[config.mk]
export PLATFORM = sky130hd
export DESIGN_NAME = button_debounce_long_press_flat
export DESIGN_NICKNAME = d
export VERILOG_FILES = /design/src/design/bdlp_pkg.sv /design/src/design/bdlp_req_if.sv /design/src/design/bdlp_rsp_if.sv /design/src/design/button_debounce_long_press.sv /design/src/flat_wrapper.sv
export VERILOG_INCLUDE_DIRS = /design/src /design/src/design
export SDC_FILE = /design/constraint.sdc
export NUM_CORES = 1
export LEC_CHECK = 0
export ABC_CLOCK_PERIOD_IN_PS = 19100
export BUFFER_PORTS_ARGS = -buffer_cell sky130_fd_sc_hd__buf_2
export CAP_MARGIN = 10
export CORE_MARGIN = 5
export CORE_UTILIZATION = 55
export DETAILED_ROUTE_END_ITERATION = 7
export PLACE_DENSITY_LB_ADDON = 0.08
export SETUP_SLACK_MARGIN = 0.05
export SYNTH_ARGS = -nofsm -noshare
export SYNTH_HDL_FRONTEND = slang
export SYNTH_SLANG_ARGS = --single-unit
[constraint.sdc]
create_clock -name clock -period 19.1 [get_ports clock]
set_clock_uncertainty 0.1 [all_clocks]
set_input_delay 1.91 -clock clock [delete_from_list [all_inputs] [get_ports clock]]
set_output_delay 1.91 -clock clock [all_outputs]
set_load 0.02 [all_outputs]
[src/design/assert_macros.svh]
`ifndef ASSERT_MACROS_SVH
`define ASSERT_MACROS_SVH

// checked on every rising clock edge outside reset
`define BDLP_ASSERT(lbl, prop) \
   lbl: assert property (@(posedge clock) disable iff (reset) (prop)) \
      else $error("bdlp assertion failed");

// checked on every rising clock edge, reset included
`define BDLP_ASSERT_ALWAYS(lbl, prop) \
   lbl: assert property (@(posedge clock) (prop)) \
      else $error("bdlp assertion failed");

`endif

[src/design/bdlp_pkg.sv]
`timescale 1ns / 1ps

package bdlp_pkg;

   // button table
   localparam int NUM_BUTTONS = 8;
   localparam int BTN_W       = 3;

   // field and register widths
   localparam int KIND_W     = 2;
   localparam int DEBOUNCE_W = 16;
   localparam int TICK_W     = 10;
   localparam int SEC_W      = 8;
   localparam int HOLD_W     = 18;
   localparam int LIMIT_W    = 18;
   localparam int CSR_IDX_W  = 2;
   localparam int CSR_DATA_W = 16;

   // event kinds
   localparam logic [KIND_W-1:0] KIND_PRESS      = 2'd0;
   localparam logic [KIND_W-1:0] KIND_LONG_PRESS = 2'd1;
   localparam logic [KIND_W-1:0] KIND_LONG_CLICK = 2'd2;
   localparam logic [KIND_W-1:0] KIND_CLICK      = 2'd3;

   // register indexes
   localparam logic [CSR_IDX_W-1:0] CSR_DEBOUNCE_MS    = 2'd0;
   localparam logic [CSR_IDX_W-1:0] CSR_LONG_PRESS_SEC = 2'd1;
   localparam logic [CSR_IDX_W-1:0] CSR_TICK_MS        = 2'd2;

   // reset values
   localparam logic [DEBOUNCE_W-1:0] DEBOUNCE_RST = 16'd20;
   localparam logic [SEC_W-1:0]      LONG_SEC_RST = 8'd2;
   localparam logic [TICK_W-1:0]     TICK_RST     = 10'd10;

   localparam int MS_PER_SEC = 1000;
   localparam logic [HOLD_W-1:0] HOLD_MAX = {HOLD_W{1'b1}};

   // event queue
   localparam int FIFO_AW    = 3;
   localparam int FIFO_DEPTH = 1 << FIFO_AW;
   localparam int FIFO_CW    = FIFO_AW + 1;
   // room for the item in the stage and one more, two events each
   localparam int FIFO_ACCEPT_MAX = FIFO_DEPTH - 4;

   typedef struct packed {
      logic [KIND_W-1:0] kind;
      logic [BTN_W-1:0]  button;
      logic              last;
   } event_type;

endpackage

[src/design/bdlp_req_if.sv]
`timescale 1ns / 1ps

interface bdlp_req_if;
   import bdlp_pkg::*;

   logic             valid;
   logic             ready;
   logic [BTN_W-1:0] button_index;
   logic             pressed;

   modport source (output valid, output button_index, output pressed, input ready);
   modport sink (input valid, input button_index, input pressed, output ready);
endinterface

[src/design/bdlp_rsp_if.sv]
`timescale 1ns / 1ps

interface bdlp_rsp_if;
   import bdlp_pkg::*;

   logic              valid;
   logic              ready;
   logic [KIND_W-1:0] event_kind;
   logic [BTN_W-1:0]  event_button;
   logic              last;

   modport source (output valid, output event_kind, output event_button, output last,
                   input ready);
   modport sink (input valid, input event_kind, input event_button, input last,
                 output ready);
endinterface

[src/design/button_debounce_long_press.sv]
`timescale 1ns / 1ps
// A request accepted on req is held in the stage register and evaluated there; its events
// are written into the event queue and offered on rsp from the queue.
// Throughput: one request per cycle while the event queue holds at most four events;
// events leave the eight-entry queue at one per cycle while rsp is ready, so two-event requests drain at half rate.
// Reset clears the button table, the stage and the queue and restores register defaults.

module button_debounce_long_press (
   input  logic                               clock,
   input  logic                               reset,
   bdlp_req_if.sink                           req_if,
   bdlp_rsp_if.source                         rsp_if,
   input  logic                               csr_we,
   input  logic [bdlp_pkg::CSR_IDX_W-1:0]     csr_index,
   input  logic [bdlp_pkg::CSR_DATA_W-1:0]    csr_wdata
);
   import bdlp_pkg::*;

   `include "assert_macros.svh"

   // configuration
   logic [DEBOUNCE_W-1:0] debounce_ff;
   logic [LIMIT_W-1:0]    long_limit_ff;
   logic [TICK_W-1:0]     tick_ff;

   // button table
   logic                  held_ff       [NUM_BUTTONS];
   logic                  bouncing_ff   [NUM_BUTTONS];
   logic [DEBOUNCE_W-1:0] bounce_left_ff[NUM_BUTTONS];
   logic [HOLD_W-1:0]     hold_time_ff  [NUM_BUTTONS];
   logic                  long_fired_ff [NUM_BUTTONS];

   // input stage
   logic             st_valid_ff;
   logic [BTN_W-1:0] st_idx_ff;
   logic             st_pressed_ff;

   // event queue
   event_type          fifo_ff[FIFO_DEPTH];
   logic [FIFO_AW-1:0] wr_ptr_ff;
   logic [FIFO_AW-1:0] rd_ptr_ff;
   logic [FIFO_CW-1:0] count_ff;
   logic [FIFO_CW-1:0] count_in;

   logic req_accept;
   logic rsp_pop;

   // next state of the button in the stage
   logic                  held_in;
   logic                  bouncing_in;
   logic [DEBOUNCE_W-1:0] bounce_left_in;
   logic [HOLD_W-1:0]     hold_time_in;
   logic                  long_fired_in;
   logic [1:0]            n_ev;
   event_type             ev_a;
   event_type             ev_b;

   logic                  in_range;
   logic [HOLD_W:0]       hold_sum;
   logic [HOLD_W-1:0]     hold_sat;

   assign req_accept   = req_if.valid && req_if.ready;
   assign rsp_pop      = rsp_if.valid && rsp_if.ready;
   assign req_if.ready = (count_ff <= FIFO_CW'(FIFO_ACCEPT_MAX));

   // configuration writes
   always_ff @(posedge clock) begin
      if (reset) begin
         debounce_ff   <= DEBOUNCE_RST;
         long_limit_ff <= LIMIT_W'(LONG_SEC_RST) * LIMIT_W'(MS_PER_SEC);
         tick_ff       <= TICK_RST;
      end else if (csr_we) begin
         unique case (csr_index)
            CSR_DEBOUNCE_MS: debounce_ff <= csr_wdata;
            CSR_LONG_PRESS_SEC: begin
               long_limit_ff <= LIMIT_W'(csr_wdata[SEC_W-1:0]) * LIMIT_W'(MS_PER_SEC);
            end
            CSR_TICK_MS: tick_ff <= csr_wdata[TICK_W-1:0];
            default: ;
         endcase
      end
   end

   // input register
   always_ff @(posedge clock) begin
      if (reset) begin
         st_valid_ff <= 1'b0;
      end else begin
         st_valid_ff <= req_accept;
      end
   end

   always_ff @(posedge clock) begin
      if (req_accept) begin
         st_idx_ff     <= req_if.button_index;
         st_pressed_ff <= req_if.pressed;
      end
   end

   assign in_range = (int'(st_idx_ff) < NUM_BUTTONS);
   assign hold_sum = {1'b0, hold_time_ff[st_idx_ff]} + (HOLD_W + 1)'(tick_ff);
   assign hold_sat = hold_sum[HOLD_W] ? HOLD_MAX : hold_sum[HOLD_W-1:0];

   // per-button debounce and long-press update
   always_comb begin
      held_in        = held_ff[st_idx_ff];
      bouncing_in    = bouncing_ff[st_idx_ff];
      bounce_left_in = bounce_left_ff[st_idx_ff];
      hold_time_in   = hold_time_ff[st_idx_ff];
      long_fired_in  = long_fired_ff[st_idx_ff];
      n_ev           = 2'd0;
      ev_a           = '{kind: KIND_CLICK, button: st_idx_ff, last: 1'b1};
      ev_b           = '{kind: KIND_CLICK, button: st_idx_ff, last: 1'b1};
      if (st_pressed_ff) begin
         if (!held_ff[st_idx_ff]) begin
            // new press starts the bounce check
            held_in        = 1'b1;
            bouncing_in    = 1'b1;
            bounce_left_in = debounce_ff;
         end else if (bouncing_ff[st_idx_ff]) begin
            if (bounce_left_ff[st_idx_ff] > DEBOUNCE_W'(tick_ff)) begin
               bounce_left_in = bounce_left_ff[st_idx_ff] - DEBOUNCE_W'(tick_ff);
            end else begin
               bouncing_in = 1'b0;
               n_ev        = 2'd1;
               ev_a.kind   = KIND_PRESS;
            end
         end else if ((long_limit_ff != '0) && !long_fired_ff[st_idx_ff]) begin
            // count held time until the long-press limit
            hold_time_in = hold_sat;
            if (hold_sat >= long_limit_ff) begin
               long_fired_in = 1'b1;
               n_ev          = 2'd1;
               ev_a.kind     = KIND_LONG_PRESS;
            end
         end
      end else if (held_ff[st_idx_ff]) begin
         held_in     = 1'b0;
         bouncing_in = 1'b0;
         if (!bouncing_ff[st_idx_ff]) begin
            // confirmed release
            bounce_left_in = '0;
            hold_time_in   = '0;
            long_fired_in  = 1'b0;
            if (long_fired_ff[st_idx_ff]) begin
               n_ev      = 2'd2;
               ev_a.kind = KIND_LONG_CLICK;
               ev_a.last = 1'b0;
            end else begin
               n_ev = 2'd1;
            end
         end
      end
      if (!st_valid_ff || !in_range) begin
         n_ev = 2'd0;
      end
   end

   // button table write-back
   always_ff @(posedge clock) begin
      if (reset) begin
         for (int i = 0; i < NUM_BUTTONS; i++) begin
            held_ff[i]        <= 1'b0;
            bouncing_ff[i]    <= 1'b0;
            bounce_left_ff[i] <= '0;
            hold_time_ff[i]   <= '0;
            long_fired_ff[i]  <= 1'b0;
         end
      end else if (st_valid_ff && in_range) begin
         held_ff[st_idx_ff]        <= held_in;
         bouncing_ff[st_idx_ff]    <= bouncing_in;
         bounce_left_ff[st_idx_ff] <= bounce_left_in;
         hold_time_ff[st_idx_ff]   <= hold_time_in;
         long_fired_ff[st_idx_ff]  <= long_fired_in;
      end
   end

   // event queue storage
   always_ff @(posedge clock) begin
      if (n_ev != 2'd0) begin
         fifo_ff[wr_ptr_ff] <= ev_a;
      end
      if (n_ev == 2'd2) begin
         fifo_ff[wr_ptr_ff + FIFO_AW'(1)] <= ev_b;
      end
   end

   assign count_in = count_ff + FIFO_CW'(n_ev) - FIFO_CW'(rsp_pop);

   // event queue pointers
   always_ff @(posedge clock) begin
      if (reset) begin
         wr_ptr_ff <= '0;
         rd_ptr_ff <= '0;
         count_ff  <= '0;
      end else begin
         wr_ptr_ff <= wr_ptr_ff + FIFO_AW'(n_ev);
         rd_ptr_ff <= rd_ptr_ff + FIFO_AW'(rsp_pop);
         count_ff  <= count_in;
      end
   end

   assign rsp_if.valid        = (count_ff != '0);
   assign rsp_if.event_kind   = fifo_ff[rd_ptr_ff].kind;
   assign rsp_if.event_button = fifo_ff[rd_ptr_ff].button;
   assign rsp_if.last         = fifo_ff[rd_ptr_ff].last;

   // checks
   `BDLP_ASSERT_ALWAYS(a_reset_clears_queue, reset |=> (count_ff == '0))
   `BDLP_ASSERT(a_fifo_bound, count_ff <= FIFO_CW'(FIFO_DEPTH))
   `BDLP_ASSERT(a_bounce_needs_held, st_valid_ff |-> (!bouncing_ff[st_idx_ff] || held_ff[st_idx_ff]))
   `BDLP_ASSERT(a_long_not_bouncing, st_valid_ff |-> !(long_fired_ff[st_idx_ff] && bouncing_ff[st_idx_ff]))

endmodule

[src/flat_wrapper.sv]
// flat-port wrapper written by rule: the top's interface ports become plain ports
module button_debounce_long_press_flat import bdlp_pkg::*;
  (clock, reset, csr_we, csr_index, csr_wdata, req_if_valid, req_if_button_index, req_if_pressed, req_if_ready, rsp_if_valid, rsp_if_event_kind, rsp_if_event_button, rsp_if_last, rsp_if_ready);
  bdlp_req_if req_if_i ();
  bdlp_rsp_if rsp_if_i ();
  input  logic clock;
  input  logic reset;
  input  logic csr_we;
  input  logic [bdlp_pkg::CSR_IDX_W-1:0] csr_index;
  input  logic [bdlp_pkg::CSR_DATA_W-1:0] csr_wdata;
  input wire logic [$bits(req_if_i.valid)-1:0] req_if_valid;
  input wire logic [$bits(req_if_i.button_index)-1:0] req_if_button_index;
  input wire logic [$bits(req_if_i.pressed)-1:0] req_if_pressed;
  output wire logic [$bits(req_if_i.ready)-1:0] req_if_ready;
  output wire logic [$bits(rsp_if_i.valid)-1:0] rsp_if_valid;
  output wire logic [$bits(rsp_if_i.event_kind)-1:0] rsp_if_event_kind;
  output wire logic [$bits(rsp_if_i.event_button)-1:0] rsp_if_event_button;
  output wire logic [$bits(rsp_if_i.last)-1:0] rsp_if_last;
  input wire logic [$bits(rsp_if_i.ready)-1:0] rsp_if_ready;
  assign req_if_i.valid = req_if_valid;
  assign req_if_i.button_index = req_if_button_index;
  assign req_if_i.pressed = req_if_pressed;
  assign req_if_ready = req_if_i.ready;
  assign rsp_if_valid = rsp_if_i.valid;
  assign rsp_if_event_kind = rsp_if_i.event_kind;
  assign rsp_if_event_button = rsp_if_i.event_button;
  assign rsp_if_last = rsp_if_i.last;
  assign rsp_if_i.ready = rsp_if_ready;
  button_debounce_long_press u_core (.clock(clock), .reset(reset), .req_if(req_if_i), .rsp_if(rsp_if_i), .csr_we(csr_we), .csr_index(csr_index), .csr_wdata(csr_wdata));
endmodule
# Yosys cells after proc, flatten, opt, wreduce, memory -nomap -nowiden
# Memory sizes are Yosys's and may differ from the RTL's. A register that Yosys moved wholly into a read port is not among the register bits.
# Cells that the tools add are included.
totals:
  reg_bits: 56
  ramBits: 344
  inputBits: 27
  elab_cells: 124
  n_memories: 6
op_classes:
  add_sub_neg: 7
  multipliers: 1
  n_lt_le_gt_ge: 3
  eq_ne: 3
  n_mux: 79
  n_reduce_logical: 16
mem_list:
  columns: ["name", "depth", "word_bits", "rd", "rd_ports_with_merged_regs", "write_ports", "line_no", "source"]
  rows:
  - ["u_core.hold_time_ff", 8, 18, 1, 1, 8, "button_debounce_long_press.sv:30", "logic [HOLD_W-1:0] hold_time_ff [NUM_BUTTONS];"]
  - ["u_core.bounce_left_ff", 8, 16, 1, 1, 8, "button_debounce_long_press.sv:29", "logic [DEBOUNCE_W-1:0] bounce_left_ff[NUM_BUTTONS];"]
  - ["u_core.fifo_ff", 8, 6, 1, 1, 2, "button_debounce_long_press.sv:39", "event_type fifo_ff[FIFO_DEPTH];"]
  - ["u_core.bouncing_ff", 8, 1, 1, 1, 8, "button_debounce_long_press.sv:28", "logic bouncing_ff [NUM_BUTTONS];"]
  - ["u_core.held_ff", 8, 1, 1, 1, 8, "button_debounce_long_press.sv:27", "logic held_ff [NUM_BUTTONS];"]
  - ["u_core.long_fired_ff", 8, 1, 1, 1, 8, "button_debounce_long_press.sv:31", "logic long_fired_ff [NUM_BUTTONS];"]
ops:
  columns: ["cell", "n"]
  rows:
  - ["$mux W18", 8]
  - ["$mux W16", 7]
  - ["$mux W1", 37]
  - ["$mux W3", 11]
  - ["$mux W2", 16]
  - ["$add A18 B10 Y19", 1]
  - ["$ge A18 B18 Y1", 1]
  - ["$reduce_bool A18 Y1", 1]
  - ["$reduce_or A18 Y1", 1]
  - ["$gt A16 B10 Y1", 1]
  - ["$reduce_or A16 Y1", 1]
  - ["$sub A16 B10 Y16", 1]
  - ["$mul A8 B7 Y15 const B", 1]
  - ["$reduce_and A2 Y1", 3]
  - ["$add A4 B2 Y4", 1]
  - ["$eq A2 B2 Y1 const B", 2]
  - ["$le A4 B3 Y1 const B", 1]
  - ["$reduce_bool A4 Y1", 1]
  - ["$sub A4 B1 Y4", 1]
  - ["$add A3 B1 Y3", 1]
  - ["$add A3 B1 Y3 const B", 1]
  - ["$add A3 B2 Y3", 1]
  - ["$logic_and A1 B1 Y1", 3]
  - ["$reduce_or A1 Y1", 3]
  - ["4 further kinds", 4]

# Longest topological paths before layout
logic_depth:
  depth_word: 12
  depth_mapped: 32

# Worst setup path after synthesis
# Ideal clock, no wire load.
synth_path:
  kind: "flip-flop to flip-flop"
  startpoint: "register with a tool-made name"
  endpoint: "register u_core.wr_ptr_ff[2]"
  setup_ps: 128
  t_arrival_ps: 6656
  required_ps: 18872
  slack_ps: 12216
  stages_incl_launch_ff: 31
  n_path_buf: 6
  path_cell_list: "dfxtp_1 > buf_6 > buf_12 > buf_6 > buf_2 > clkbuf_1 > clkbuf_1 > mux4_2 > mux2_2 > ha_1 > or4_1 > o21ai_0 > a211oi_1 > a311o_1 > o21ai_0 > nor2_1 > nor2_1 > nor2_1 > ha_1 > nand4_1 > nor3_1 > o21a_1 > o31ai_1 > a21oi_1 > nor3_2 > a21boi_0 > ha_1 > inv_1 > fa_1 > xor2_1 > nor2_1"
synth_rtl:
  columns: ["item", "line_no", "source"]
  rows:
  - ["to (signal assigned)", "button_debounce_long_press.sv:197", "wr_ptr_ff <= wr_ptr_ff + FIFO_AW'(n_ev);"]
  - ["to (decl)", "button_debounce_long_press.sv:40", "logic [FIFO_AW-1:0] wr_ptr_ff;"]

==> impl_metrics.ini <==
[yosys]
netlist_area_um2 = 21600
synthTopCellsByArea = edfxtp_1 45%, mux4_2 8.0%, dfxtp_1 7.3%, nor2_1 6.5%, ha_1 4.8%
yosysTopAreaCell = edfxtp_1
synth_commonest_cells = 375 x nor2_1, 324 x edfxtp_1, 142 x nand2_1, 83 x ha_1, 79 x dfxtp_1
async_reset_ff_frac = 0
synth_nets = 1983
synthMostInstantiatedCell = nor2_1
ys_ff_latch = 403
ys_warn_count = 0
ys_seq_area_frac = 0.523
yosys.cell_types.count = 96
avgSynthCellArea_um2 = 11.7
synth.top_cell.area_share = 0.450
synth-main-ff-cell = edfxtp_1
syn_inst = 1847
synth_edf_count = 324

[cts]
root_buffer = clkbuf_16
post_cts_buffers = 0
cts_sinks = 403
ctsHtreeMaxLevel = 2
clkTransAtPathRegs_ns = 0.06
ctsLongestPathBuffers = 3
insertion_delay_ns = 0.59
numCtsBuffers = 43
cts_tree = yes
hold_buffers = 0
post_cts_resized = 0

[cells_and_area]
area_growth_pct = 9.72
fin_area_um2 = 23700
n_fill_cell = 3098
finalNetCount = 1994
layout-drive-gt1-share = 0.154
diodes = 0
multi_input_area_um2 = 9650
seqCellArea_um2 = 11300
post-route-util = 0.612

[sta]
rsz0062_at_grt = no
tns_ns = 0
fmax_mhz = 135
period_needed_ns = 7.40
drv_slew = 0
hold_viol = 0
finalWorstSetupSlack_ns = 11.70
setup_viol = 0
fin_crit_sh = 0.388
worst_pin_slew_ns = 1.18
relSlewSlack = 0.208

[detailed_routing]
first_pass_iters = 6
route.detailed.drc = 0
postRouteAntennaNets = 0
detail_route.iter0.violations = 1437
num_vias = 15000
vias_per_cell = 6.21
wirelength_um = 58000
wl_per_cell_um = 24.1

[power]
total_leakage_power_nw = 8.71
power_density_nw_per_um2 = 137
vdd_ir_drop_max_mv = 0.0914

[worst_setup_path]
arrival_ns = 7.73
critical-path-slowest-cell = buf_4
crit_path_cell_trace = buf_4 -> mux4_2 -> mux2_2 -> ha_1 -> o21a_1 -> nor2_1 -> a211oi_1 -> or3_1 -> nand2_1 -> nand2_1 -> ha_1 -> nor2b_1 -> o31ai_1 -> a21oi_1 -> o31ai_1 -> a21oi_1 -> nor3_2 -> a21boi_0 -> ha_1 -> a21o_1 -> a21oi_1 -> xnor2_1 -> nor2_1
r2r_slack_ns = 11.70
path_class = register to register
reg2regPathDepth = 23
critPathLaunchType = register
max_stage_delay_ns = 0.80
timing.rr.end = u_core.count_ff[3]
required_ns = 19.43
cp_max_fo = 54
crit_path_end_kind = register

[global_routing]
grt_use_total = 0.264
grt_pass1_vias = 14800
grt_max_degree = 66
grt_pass1_wl_um = 88700
grt_overflow_total = 0
antenna_found_initial = 0

[placed_design]
dp_slack_ns = 11.76
place.gp.congestion = 0.907
numPortBuffers = 34
dp_hpwl_um = 37000
placedInstanceArea_um2 = 22300

[hold_path]
worstHoldStart = u_core.debounce_ff[15]
holdPathEnd = u_core.debounce_ff[15]
holdPathStages = 2
hold_class = register to register

[floorplan]
die_h_um = 208
die_x_um = 208
dieArea_um2 = 43400
ios = 35
initial_core_util = 0.557
core_area_um2 = 38800
rows = 72

[flow_run]
max_cap_violations = 0

[status]
status = complete, no violations
## sequential cells by signal, indices dropped and copies added, names as in the netlist, 3 cells and up, named ones only
| register | flops |
|---|---|
| u_core.tick_ff | 10 |
| u_core.debounce_ff | 16 |
| u_core.hold_time_ff | 144 |
| u_core.bounce_left_ff | 128 |
| u_core.long_fired_ff | 8 |
| u_core.long_limit_ff | 15 |
| u_core.rd_ptr_ff | 3 |
| u_core.st_idx_ff | 3 |
| u_core.bouncing_ff | 8 |
| u_core.wr_ptr_ff | 3 |
| u_core.count_ff | 4 |
| u_core.fifo_ff | 48 |
| u_core.held_ff | 8 |
## power by group
| part | internal (W) | switching (W) | leakage, nW |
|---|---|---|---|
| Clock | 0.000503 | 0.000355 | 0.698 |
| Sequential | 0.00101 | 0.0000902 | 3.93 |
| Combinational | 0.000513 | 0.000786 | 4.08 |
## routing by layer
| layer | vias up | track usage | wire, µm | part of all wire |
|---|---|---|---|---|
| li1 | 6764 | - | - | - |
| met1 | 7522 | 0.368 | 24100 | 0.42 |
| met2 | 563 | 0.429 | 27900 | 0.48 |
| met3 | 116 | 0.0422 | 4030 | 0.069 |
| met4 | 0 | 0.0892 | 1980 | 0.034 |
| met5 | - | 0 | 0 | 0 |
## worst max-delay path by stage
stage                           to     start  cells past startpoint
3_5_place_dp    u_core.count_ff[3]  register                     23
3_3_place_gp    u_core.count_ff[3]  register                     23
5_1_grt         u_core.count_ff[3]  register                     22
4_1_cts         u_core.count_ff[3]  register                     23
2_1_floorplan  u_core.wr_ptr_ff[2]  register                     30
6_report        u_core.count_ff[3]  register                     23
## cell families after synthesis
| group | share of synthesized area |
|---|---|
| adder cells (fa/ha/maj) | 0.0720 |
| AND/OR/NAND/NOR | 0.153 |
| XOR/XNOR | 0.0129 |
| buffers and inverters | 0.0341 |
| multiplexers | 0.118 |
| AO/OA/AOI/OAI | 0.0872 |
| flip-flops | 0.523 |
## through the flow
step	instances	hold WS, ns	total power, W
after global placement	2330	0.346	0.00238
after floorplan	1847	0.332	0.00207
after CTS	2410	0.358	0.00326
after detailed placement	2330	0.349	0.00240
final	2411	0.357	0.00326
after global routing	2411	0.381	0.00343
## critical path, delay by kind of cell, from the launching register on
| family | cells | cell delay, ns |
|---|---|---|
| and+or+nand+nor | 7 | 2.09 |
| AOI/OAI and AO/OA | 9 | 1.50 |
| adders and majority gates | 3 | 0.96 |
| muxes | 2 | 0.93 |
| buffers and inverters | 1 | 0.80 |
| DFF | 1 | 0.61 |
| xor gates and xnor gates | 1 | 0.14 |
## placed cells by master (no fill, tap or decap), types with 14 or more instances in the layout
master	synthesis	routed
clkbuf_16	0	44
nand3_1	31	27
ha_1	83	83
clkinv_1	1	15
nor2b_1	15	15
mux2_2	24	24
nand2b_1	22	14
fa_1	26	26
edfxtp_1	324	324
buf_4	5	29
xnor2_1	20	20
o21ai_0	34	34
mux4_2	77	77
inv_1	78	78
nor3_1	23	23
mux2i_1	30	30
dfxtp_1	79	76
nor2_1	375	375
nand2_1	142	140
buf_2	19	34
and2_1	36	36
a21oi_1	77	77
## cell type report
class | instances | share of cell area
clock buffers | 48 | 0.0470
clock inverters | 32 | 0.0136
flip-flops and latches | 403 | 0.477
multi-input cells | 1267 | 0.406
repair buffers | 64 | 0.0166
well taps | 518 | 0.0273
inverters | 79 | 0.0125
No activity file was read; power rests on OpenSTA's default activity.
